[config.mk]
export PLATFORM = sky130hd
export DESIGN_NAME = hbe_ram
export DESIGN_NICKNAME = d
export VERILOG_FILES = /design/src/hw/rtl/hbe_ram.sv
export SDC_FILE = /design/constraint.sdc
export NUM_CORES = 1
export LEC_CHECK = 0
export ABC_CLOCK_PERIOD_IN_PS = 2700
export BUFFER_PORTS_ARGS = -buffer_cell sky130_fd_sc_hd__buf_4
export CAP_MARGIN = 20
export CORE_MARGIN = 3
export CORE_UTILIZATION = 60
export CTS_CLUSTER_DIAMETER = 40
export CTS_CLUSTER_SIZE = 30
export DETAILED_ROUTE_END_ITERATION = 10
export PLACE_DENSITY = 0.89
export SLEW_MARGIN = 20
export SYNTH_ARGS = -nofsm -noshare
export SYNTH_HDL_FRONTEND = slang
export SYNTH_SLANG_ARGS = --single-unit
[constraint.sdc]
create_clock -name clock -period 2.7 [get_ports clock]
set_clock_uncertainty 0.1 [all_clocks]
set_input_delay 0.54 -clock clock [delete_from_list [all_inputs] [get_ports clock]]
set_output_delay 0.54 -clock clock [all_outputs]
set_load 0.01 [all_outputs]
[src/hw/rtl/hbe_ram.sv]
// Generic single-port RAM with registered read.
module hbe_ram #(
   parameter int WIDTH = 8,
   parameter int DEPTH = 16
) (
   input  logic                     clock,
   input  logic                     we,
   input  logic [$clog2(DEPTH)-1:0] addr,
   input  logic [WIDTH-1:0]         wdata,
   output logic [WIDTH-1:0]         rdata
);
   logic [WIDTH-1:0] mem_ff [DEPTH];
   logic [WIDTH-1:0] rdata_ff;

   always_ff @(posedge clock) begin
      if (we) begin
         mem_ff[addr] <= wdata;
      end
      rdata_ff <= mem_ff[addr];
   end
   assign rdata = rdata_ff;
endmodule

Word-level counts from Yosys, hierarchy flattened
Memory sizes are Yosys's and may differ from the RTL's. A register that Yosys moved wholly into a read port is not among the register bits.
Cells that the tools add are included.
Word-level totals
  bits in latches: 0
  ROM bits: 0
  output and inout port bits: 8
  word-level logic and storage cells: 3
  flip-flop bits (word level): 0
  memories kept: 1
  bits in writable memories: 128
Memories
  mem_ff: depth 16, width 8, read ports 1, clocked after memory_dff 1, wr ports 1, line 12  | logic [WIDTH-1:0] mem_ff [DEPTH];
Operators by class
  reductions and logical operators: 0
  shift-type cells: 0
  multiply operators: 0
  add/sub/neg operators: 0
  equality and inequality tests: 0
  bitwise gates (word level): 0
  div/mod/pow operators: 0
  magnitude comparators: 0
  muxes and demuxes: 2
Operators by type and width (number)
  $mux 1: 2

Logic depth before layout (Yosys ltp)
Gate-level depths: netlist of the first run.
  depth after elaboration: 2
  mapped depth: 5
  gate-level depth less buffers: 3

Least setup slack after synthesis of the first run
OpenSTA, ideal clock, no wires.
  path kind: input to register
  start point: input addr[2]
  end point: memory mem_ff[0][0] (enable)
  library setup time: 0.383 ns
  stages: 2
  data arrival time: 1.650 ns
  path slack: 0.567 ns
  buffers on the path: 0
  data required time: 2.217 ns
  path through: or3b_2 > nor3_1
RTL lines
  from (decl): line 8  | input logic [$clog2(DEPTH)-1:0] addr,
  to (decl): line 12
No word-level cell before the write port.

==> summary.md, run 1 <==
| Metric | Value |
|---|---|
| Hold WC Path Type | in2reg |
| Post-DR vias/cell | 6.315 |
| Outcome | finished clean |
| Worst-skew pair later-pin latency | 0.51 ns |
| Clock sink count | 136 |
| Arrival @ worst endpoint | 2.15 ns |
| Drt drc | 0 |
| Fillers | 401 |
| Reg2Reg Setup Slack | 1.11 ns |
| Top cell types by occurrence after synthesis | edfxtp_1, mux4_2, a22oi_1, nor2_1, nand2_1 |
| R2r worst-path depth | 3 |
| Post-Syn Nets | 244 |
| Reg clk slew, reported paths | 0.06 ns |
| Ys Warns | 0 |
| Reg2reg end | rdata[3] |
| Yosys top cell by area | edfxtp_1 |
| Root buf cell | clkbuf_8 |
| Final WS setup | 0.8218 ns |
| Dpl cell area | 5413 µm² |
| N_diodes | 0 |
| Area contributors post-synth | edfxtp_1, mux4_2, dfxtp_1, a22oi_1, nor2_1 |
| Layout Area Growth over Synthesis | 17.46% |
| Fmax | 532.4 MHz |
| Post-synth EDFFs | 128 |
| Critical path endpoint category | register |
| Post-route setup TNS | 0 ns |
| Register bit total from synthesis | 136 |
| Crit share post-route | 69.56% |
| Num rows | 32 |
| Chip width | 97.90 µm |
| Layout Nets | 289 |
| Start point of the worst min-delay path | wdata[0] |
| Delay of the slowest cell on the worst path | 0.53 ns |
| Total power | 4.697 mW |
| CP required | 2.98 ns |
| RSZ-0062 raised after global routing | false |
| Count of different cell masters after synthesis | 18 |
| Final Setup Violations | 0 |
| Critical path's slowest cell | mux4_2 |
| # resized after CTS | 0 |
| DR vias | 2463 |
| Final hold viol count | 0 |
| Post-CTS setup buffers | 0 |
| Starting Density | 63.60% |
| Post-synth top area share | 75.85% |
| Setup crit start kind | primary input |
| Worst Tran Pin Value | 1.031 ns |
| Most used DFF post-synth | edfxtp_1 |
| DR WL/cell | 25.12 µm |
| Crit. Startpoint | addr[0] |
| Leakage | 1.983 nW |
| CP dominant cell by count | buf_4 |
| 1st-pass router iterations | 5 |
| CP Capture Point | rdata[3] |
| Largest net degree at the start of global routing | 31 |
| Post-route cell area | 5952 µm² |
| Ports | 22 |
| Deepest clock path buffer count | 2 |
| Vias in the first global route | 2561 |
| Die Span Y | 97.90 µm |
| Grt total ovfl | 0 |
| Syn_area_per_cell | 22.03 µm² |
| Post-Syn Instances | 230 |
| RR Startpoint | mem_ff[2][3] |
| Most frequent cell after synthesis | edfxtp_1 |
| Number of buffers inserted by port buffering | 21 |
| Hold buffer count at CTS | 0 |
| Pwr/cell area | 789.1 nW/µm² |
| Worst IR drop on VDD | 0.0005458 V |
| Layout cell share with drive strength beyond 1 | 32.64% |
| Max FO, Critical Path | 30 |
| Post-route ant nets | 0 |
| Initial antenna violation count | 0 |
| First-pass GRT wire length | 15140 µm |
| DR iter-0 viols | 294 |
| Seq/Total Area, Yosys | 79.01% |
| Post-synth ARST share | 0% |
| Final wirelength | 9798 µm |
| Htree depth | 4 |
| Minimum clock period | 1.878 ns |
| Relative slew slack | 30.74% |
| Crit path kind | in2reg |
| Slew Viols, Final | 0 |
| Gpl congestion | 0.7598 |
| CTS tree | done |
| Dpl ws | 0.3411 ns |
| GRT Util Overall | 22.14% |
| Final Util | 74.70% |
| Core ar. | 7968 µm² |
| Dpl hpwl | 6003 µm |
| Die footprint | 9584 µm² |
| CP cell instances | buf_4 > buf_4 > mux4_2 > a22oi_1 > nand2_1 |
| Post-Syn Area | 5067 µm² |
| Total CTS buffers | 17 |
| Max capacitance violation total | 0 |
-- state kept, by name, summed over array words and instances, names as in the netlist --
register / flops
rdata: 8
mem_ff: 128
-- worst min-delay path by stage --
stage / to / slack [ns] / cells past startpoint
floorplan: rdata[0] / 0.53 / 3
global placement: rdata[2] / 0.55 / 3
detailed placement: rdata[6] / 0.57 / 3
CTS: mem_ff[9][0] / 0.22 / 1
global route: mem_ff[2][6] / 0.23 / 1
finish: mem_ff[9][0] / 0.24 / 1
-- where the power goes --
group	leakage, nW	switching (mW)	total, mW	internal [mW]
Clock	0.265	0.771	2.08	1.31
Sequential	1.22	0.0170	2.38	2.36
Combinational	0.494	0.130	0.233	0.104
-- layout make-up --
type,instances,area (µm²),share of cell area [%]
clock buffers,28,495.5,8.325
multi-input cells,83,1003,16.86
flip-flops and latches,136,4004,67.27
clock inverters,4,43.79,0.7358
repair buffers,37,277.8,4.667
well taps,102,127.6,2.144
-- routing by layer --
layer	global-route usage [%]	share of wire, %
met1	28.89	38
met2	35.65	52
met3	6.857	8.3
met4	8.200	2.2
met5	0	0
-- through the flow --
step | hold slack (ns) | cells
4_1_cts | 0.2239 | 390
3_5_place_dp | 0.5687 | 358
6_report | 0.2352 | 390
3_3_place_gp | 0.5532 | 358
2_1_floorplan | 0.5349 | 230
5_1_grt | 0.2262 | 390
-- layout by cell type (no fill, tap or decap) --
master     count
clkinv_2       2
dfxtp_1        8
clkbuf_1       7
nand2b_1       2
nor2_1        13
clkbuf_8       5
clkinv_1       1
nand3b_1       2
or3b_2         1
a22oi_1       16
bufinv_16      1
nor2b_1        2
buf_4         37
edfxtp_1     128
nand2_1        9
clkbuf_16     16
mux4_2        32
nand3_1        1
and2_1         1
nor3_1         4
-- critical path, delay by kind of cell --
family	cells	cell delay (ns)
compound gates	1	0.25
buf+inv	2	0.68
mux	1	0.53
simple gates	1	0.14
-- cell families (layout without fill, tap and decap cells) --
kind of cell | Yosys count | in the layout | share of synthesized area [%]
AO/OA/AOI/OAI | 16 | 16 | 2.370
buffers and inverters | 11 | 69 | 1.185
flip-flops | 136 | 136 | 79.01
multiplexers | 32 | 32 | 14.22
AND/OR/NAND/NOR | 35 | 35 | 3.210
(Power assumes the default switching activity.)
==> run 2, diff against run 1 <==
--- a/config.mk
+++ b/config.mk
@@ -5,7 +5,7 @@
 export SDC_FILE = /design/constraint.sdc
 export NUM_CORES = 1
 export LEC_CHECK = 0
-export ABC_CLOCK_PERIOD_IN_PS = 2700
+export ABC_CLOCK_PERIOD_IN_PS = 1900
 export BUFFER_PORTS_ARGS = -buffer_cell sky130_fd_sc_hd__buf_4
 export CAP_MARGIN = 20
 export CORE_MARGIN = 3
==> constraint.sdc (replaced) <==
create_clock -name clock -period 1.9 [get_ports clock]
set_clock_uncertainty 0.1 [all_clocks]
set_input_delay 0.38 -clock clock [delete_from_list [all_inputs] [get_ports clock]]
set_output_delay 0.38 -clock clock [all_outputs]
set_load 0.01 [all_outputs]
==> run 2 against run 1 <==
Sequential cell count is the same. Cell area grew 2.9%. Hold slack lost 0.16 ns. Clock power grew 54%. Via count grew 2.6%. Sequential share of layout area shrank 1.9 points. Non-clock buffer count grew 14. Global-route usage grew 0.96 points. Die area is the same. Combinational power grew 51%. Sequential power grew 42%.
==> summary.md, run 2 (same netlist as run 1, synthesis figures left out) <==
| Metric | Value |
|---|---|
| Outcome | finished clean |
| Final hold viol count | 0 |
| 1st-pass router iterations | 5 |
| Ports | 22 |
| Final Setup Violations | 0 |
| GRT Util Overall | 23.11% |
| Minimum clock period | 1.501 ns |
| Max reg flops | 128 |
| CTS tree | done |
| Post-CTS setup buffers | 0 |
| Max FO, Critical Path | 1 |
| First-pass GRT wire length | 15750 µm |
| Crit share post-route | 79.01% |
| Placed Cells | 372 |
| N_diodes | 0 |
| Chip width | 97.90 µm |
| Fmax | 666.1 MHz |
| Hold buffer count at CTS | 0 |
| Grt total ovfl | 0 |
| Dpl hpwl | 6300 µm |
| WHS Path Cells | 1 |
| Setup crit start kind | register |
| Top reg by flops | mem_ff |
| Drt drc | 0 |
| Critical path endpoint category | register |
| Comb pwr share | 5.1% |
| DR WL/cell | 24.91 µm |
| Commonest non-fill, non-tap cell in the layout | edfxtp_1 |
| Gpl congestion | 0.7943 |
| Total CTS buffers | 17 |
| Largest net degree at the start of global routing | 21 |
| Htree depth | 4 |
| Post-DR vias/cell | 6.252 |
| Pwr/cell area | 1131 nW/µm² |
| RSZ-0062 raised after global routing | false |
| Num rows | 32 |
| Final wirelength | 10070 µm |
| Number of buffers inserted by port buffering | 21 |
| Hold WC Path Type | in2reg |
| Die footprint | 9584 µm² |
| Worst Tran Pin Value | 0.9387 ns |
| Arrival @ worst endpoint | 1.80 ns |
| Reg clk slew, reported paths | 0.06 ns |
| Switching Share | 20.27% |
| Worst IR drop on VDD | 0.0007811 V |
| Root buf cell | clkbuf_8 |
| DR iter-0 viols | 309 |
| Register share of total power | 48.7% |
| Relative slew slack | 37.19% |
| Layout Cells excl Fill | 404 |
| Initial antenna violation count | 0 |
| Post-route setup TNS | 0 ns |
| Die Span Y | 97.90 µm |
| CP required | 2.19 ns |
| Leakage | 2.081 nW |
| Hold endpoint | mem_ff[6][0] |
| RR Startpoint | mem_ff[2][5] |
| DR vias | 2526 |
| Start point of the worst min-delay path | wdata[0] |
| Layout Area Growth over Synthesis | 20.89% |
| Max capacitance violation total | 0 |
| Layout Nets | 303 |
| Post-route ant nets | 0 |
| # resized after CTS | 0 |
| Sw power | 1.404 mW |
| Clk pwr share | 46.2% |
| Core ar. | 7968 µm² |
| Most frequent cells in the layout | edfxtp_1, buf_4, mux4_2, a22oi_1, clkbuf_16 |
| Layout cell share with drive strength beyond 1 | 38.41% |
| Deepest clock path buffer count | 2 |
| Reg2reg end | rdata[5] |
| Crit path kind | reg2reg |
| Worst-skew pair later-pin latency | 0.51 ns |
| R2r worst-path depth | 3 |
| Internal power | 5.523 mW |
| Vias in the first global route | 2756 |
| Reg2Reg Setup Slack | 0.40 ns |
| Starting Density | 63.60% |
| Clock sink count | 136 |
| Slew Viols, Final | 0 |
==> run 2: how the worst max path moves through the flow <==
stage / startpoint / endpoint / slack, ns / cells after the start
floorplan: addr[1] / mem_ff[12][0] / -0.02 / 3
global placement: addr[0] / rdata[1] / -0.03 / 5
detailed placement: addr[0] / rdata[1] / -0.13 / 5
CTS: mem_ff[11][1] / rdata[1] / 0.40 / 3
global route: addr[0] / rdata[1] / 0.33 / 5
finish: mem_ff[2][5] / rdata[5] / 0.40 / 3
==> run 2: metrics by stage <==
| step | total power, mW | setup slack (ns) | area (µm²) | utilization, % | hold WS [ns] |
|---|---|---|---|---|---|
| after floorplan | 3.614 | -0.01811 | 5072 | - | 0.3789 |
| final | 6.928 | 0.3988 | 6126 | 76.88 | 0.07974 |
| after detailed placement | 3.788 | -0.1280 | 5535 | 69.47 | 0.5662 |
| after global placement | 3.767 | -0.02640 | 5535 | 69.47 | 0.5557 |
| after CTS | 6.976 | 0.4024 | 6126 | 76.88 | 0.06610 |
| after global routing | 7.161 | 0.3296 | 6126 | 76.88 | 0.07906 |
==> run 2: worst max-delay path: stages (launching register included) <==
cell and delay [ns]:
edfxtp_1 0.38, mux4_2 0.48, a22oi_1 0.34, nand2_1 0.09
==> run 2: final cells by class <==
| class | instances | area [µm²] |
|---|---|---|
| Clock buffer | 18 | 417.9 |
| Clock inverter | 14 | 172.7 |
| Fill cell | 403 | 1842 |
| Multi-Input combinational cell | 83 | 1008 |
| Sequential cell | 136 | 4004 |
| Tap cell | 102 | 127.6 |
| Timing Repair Buffer | 51 | 395.4 |
==> run 2: power groups by stage <==
stage               sequential [mW]  clock [mW]  combinational (mW)
global route                   3.38        3.40               0.378
CTS                            3.38        3.25               0.355
global placement               3.43           0               0.336
detailed placement             3.44           0               0.350
finish                         3.38        3.20               0.351
floorplan                      3.44           0               0.173
==> run 2: metal layers <==
layer | part of all wire, % | track usage (%)
met1 | 36 | 30.12
met2 | 52 | 37.33
met3 | 10 | 6.357
met4 | 1.6 | 9.585
met5 | 0 | 0
==> run 3, diff against run 2 <==
--- a/config.mk
+++ b/config.mk
@@ -5,15 +5,16 @@
 export SDC_FILE = /design/constraint.sdc
 export NUM_CORES = 1
 export LEC_CHECK = 0
-export ABC_CLOCK_PERIOD_IN_PS = 1900
+export ABC_AREA = 1
+export ABC_CLOCK_PERIOD_IN_PS = 1460
 export BUFFER_PORTS_ARGS = -buffer_cell sky130_fd_sc_hd__buf_4
 export CAP_MARGIN = 20
 export CORE_MARGIN = 3
-export CORE_UTILIZATION = 60
+export CORE_UTILIZATION = 61
 export CTS_CLUSTER_DIAMETER = 40
 export CTS_CLUSTER_SIZE = 30
 export DETAILED_ROUTE_END_ITERATION = 10
-export PLACE_DENSITY = 0.89
+export PLACE_DENSITY = 0.9
 export SLEW_MARGIN = 20
 export SYNTH_ARGS = -nofsm -noshare
 export SYNTH_HDL_FRONTEND = slang
==> constraint.sdc (replaced) <==
create_clock -name clock -period 1.46 [get_ports clock]
set_clock_uncertainty 0.1 [all_clocks]
set_input_delay 0.292 -clock clock [delete_from_list [all_inputs] [get_ports clock]]
set_output_delay 0.292 -clock clock [all_outputs]
set_load 0.01 [all_outputs]
==> run 3 against run 2 <==
Sequential share of layout area fell by 5.2 points. Synthesized cell count increased by 140%. Synthesized area increased by 10%. Critical path type is now reg2out.
==> summary.md, run 3 <==
| Metric | Value |
|---|---|
| DR vias | 3931 |
| Worst Tran Pin Value | 0.4437 ns |
| Hold buffer count at CTS | 0 |
| Top reg by flops | mem_ff |
| Total CTS buffers | 17 |
| Max FO, Critical Path | 1 |
| CP cell instances | buf_4 |
| Count of different cell masters after synthesis | 11 |
| Final hold viol count | 0 |
| Final Util | 75.56% |
| Post-route cell area | 6654 µm² |
| CTS tree | done |
| Relative slew slack | 70.35% |
| Core ar. | 8806 µm² |
| N_diodes | 0 |
| Arrival @ worst endpoint | 1.03 ns |
| Slew Viols, Final | 0 |
| Most used DFF post-synth | edfxtp_1 |
| Outcome | finished clean |
| Vias in the first global route | 3919 |
| Largest net degree at the start of global routing | 25 |
| CP Buf/Inv Count | 1 |
| Gpl congestion | 0.9240 |
| Critical path endpoint category | output port |
| Most frequent cell after synthesis | nand2_1 |
| Worst-skew pair later-pin latency | 0.52 ns |
| Yosys top cell by area | edfxtp_1 |
| Layout Area Growth over Synthesis | 18.97% |
| Post-Syn Area | 5593 µm² |
| Hold WC Path Type | in2reg |
| Critical path's slowest cell | dfxtp_1 |
| First-pass GRT wire length | 19740 µm |
| Ports | 22 |
| Area contributors post-synth | edfxtp_1, nand2_1, dfxtp_1, inv_1, nor2_1 |
| Commonest non-fill, non-tap cell in the layout | nand2_1 |
| Placed Cells | 673 |
| Deepest clock path buffer count | 2 |
| Htree depth | 4 |
| Num rows | 34 |
| Max capacitance violation total | 0 |
| Max reg flops | 128 |
| Layout Cells excl Fill | 705 |
| Post-DR vias/cell | 5.576 |
| Delay of the slowest cell on the worst path | 0.37 ns |
| Crit path max-delay family | flip-flops |
| GRT Util Overall | 26.68% |
| Dpl cell area | 6097 µm² |
| RSZ-0062 raised after global routing | false |
| Root buf cell | clkbuf_8 |
| Die footprint | 10350 µm² |
| Dpl hpwl | 7894 µm |
| Syn_area_per_cell | 10.21 µm² |
| 1st-pass router iterations | 6 |
| Post-synth ARST share | 0% |
| Reg clk slew, reported paths | 0.06 ns |
| Top cell types by occurrence after synthesis | nand2_1, edfxtp_1, inv_1, nor2_1, buf_2 |
| Total power | 9.011 mW |
| Clock sink count | 136 |
| Register bit total from synthesis | 136 |
| Grt total ovfl | 0 |
| Crit share post-route | 97.40% |
| Post-CTS setup buffers | 0 |
| Minimum clock period | 1.422 ns |
| Worst IR drop on VDD | 0.001181 V |
| Post-Syn Nets | 562 |
| Layout cell share with drive strength beyond 1 | 14.74% |
| Crit path kind | reg2out |
| DR iter-0 viols | 359 |
| Starting Density | 63.51% |
| Post-synth top area share | 68.72% |
| Ys Warns | 0 |
| Die Span Y | 101.8 µm |
| DR WL/cell | 17.87 µm |
| Layout Nets | 598 |
| Post-synth EDFFs | 128 |
| Number of buffers inserted by port buffering | 21 |
| Chip width | 101.8 µm |
| Most frequent cells in the layout | nand2_1, edfxtp_1, buf_4, inv_1 |
| Final wirelength | 12600 µm |
| Post-route setup TNS | 0 ns |
| Fmax | 703.2 MHz |
| Initial antenna violation count | 0 |
| # resized after CTS | 0 |
| Pwr/cell area | 1354 nW/µm² |
| Seq/Total Area, Yosys | 71.59% |
| CP required | 1.07 ns |
| Final Setup Violations | 0 |
| Post-Syn Instances | 548 |
| Drt drc | 0 |
| Leakage | 2.816 nW |
| Post-route ant nets | 0 |
| Setup crit start kind | register |
run 3: final timing paths:
kind	startpoint	to	slack, ns	depth (start not counted)
setup / recovery	rdata[5]	rdata[5]	0.04	1
hold / removal	wdata[4]	mem_ff[15][4]	0.02	1
setup reg to reg	mem_ff[8][6]	rdata[6]	0.30	8
hold reg to reg	mem_ff[8][1]	rdata[1]	0.60	8
run 3: kinds of logic after synthesis:
group / count (synthesis) / share of synthesized area, %
simple gates: 368 / 24.79
buf+inv: 44 / 3.624
flops: 136 / 71.59
run 3: cell type report:
class,instances,area [µm²]
timing repair buffer,38,310.3
sequential,136,4004
clock buffer,24,460.4
tap,108,135.1
fill,518,2152
clock inverter,8,96.34
multi-input combinational,368,1562
inverter,23,86.33
run 3: per-layer routing:
metal	wire length (µm)	share of wire, %	GRT usage [%]	vias up
met4	529	4.2	14.31	0
li1	-	-	-	1833
met1	4634	37	32.73	1832
met3	1003	8.0	6.680	54
met2	6429	51	43.76	212
met5	0	0	0	-
run 3: through the flow:
step,setup WS (ns),hold slack [ns]
floorplan,0.01364,0.2909
global placement,-0.06432,0.5373
detailed placement,-0.1299,0.5515
CTS,0.02946,0.01503
global route,0.02628,0.01199
finish,0.03794,0.02036
run 3: power by group:
part	switching [mW]	leakage (nW)	total, mW	internal (mW)
clock network	1.47	0.273	3.99	2.51
logic	0.432	1.32	0.630	0.197
registers	0.0283	1.22	4.40	4.37
total	1.93	2.82	9.01	7.08
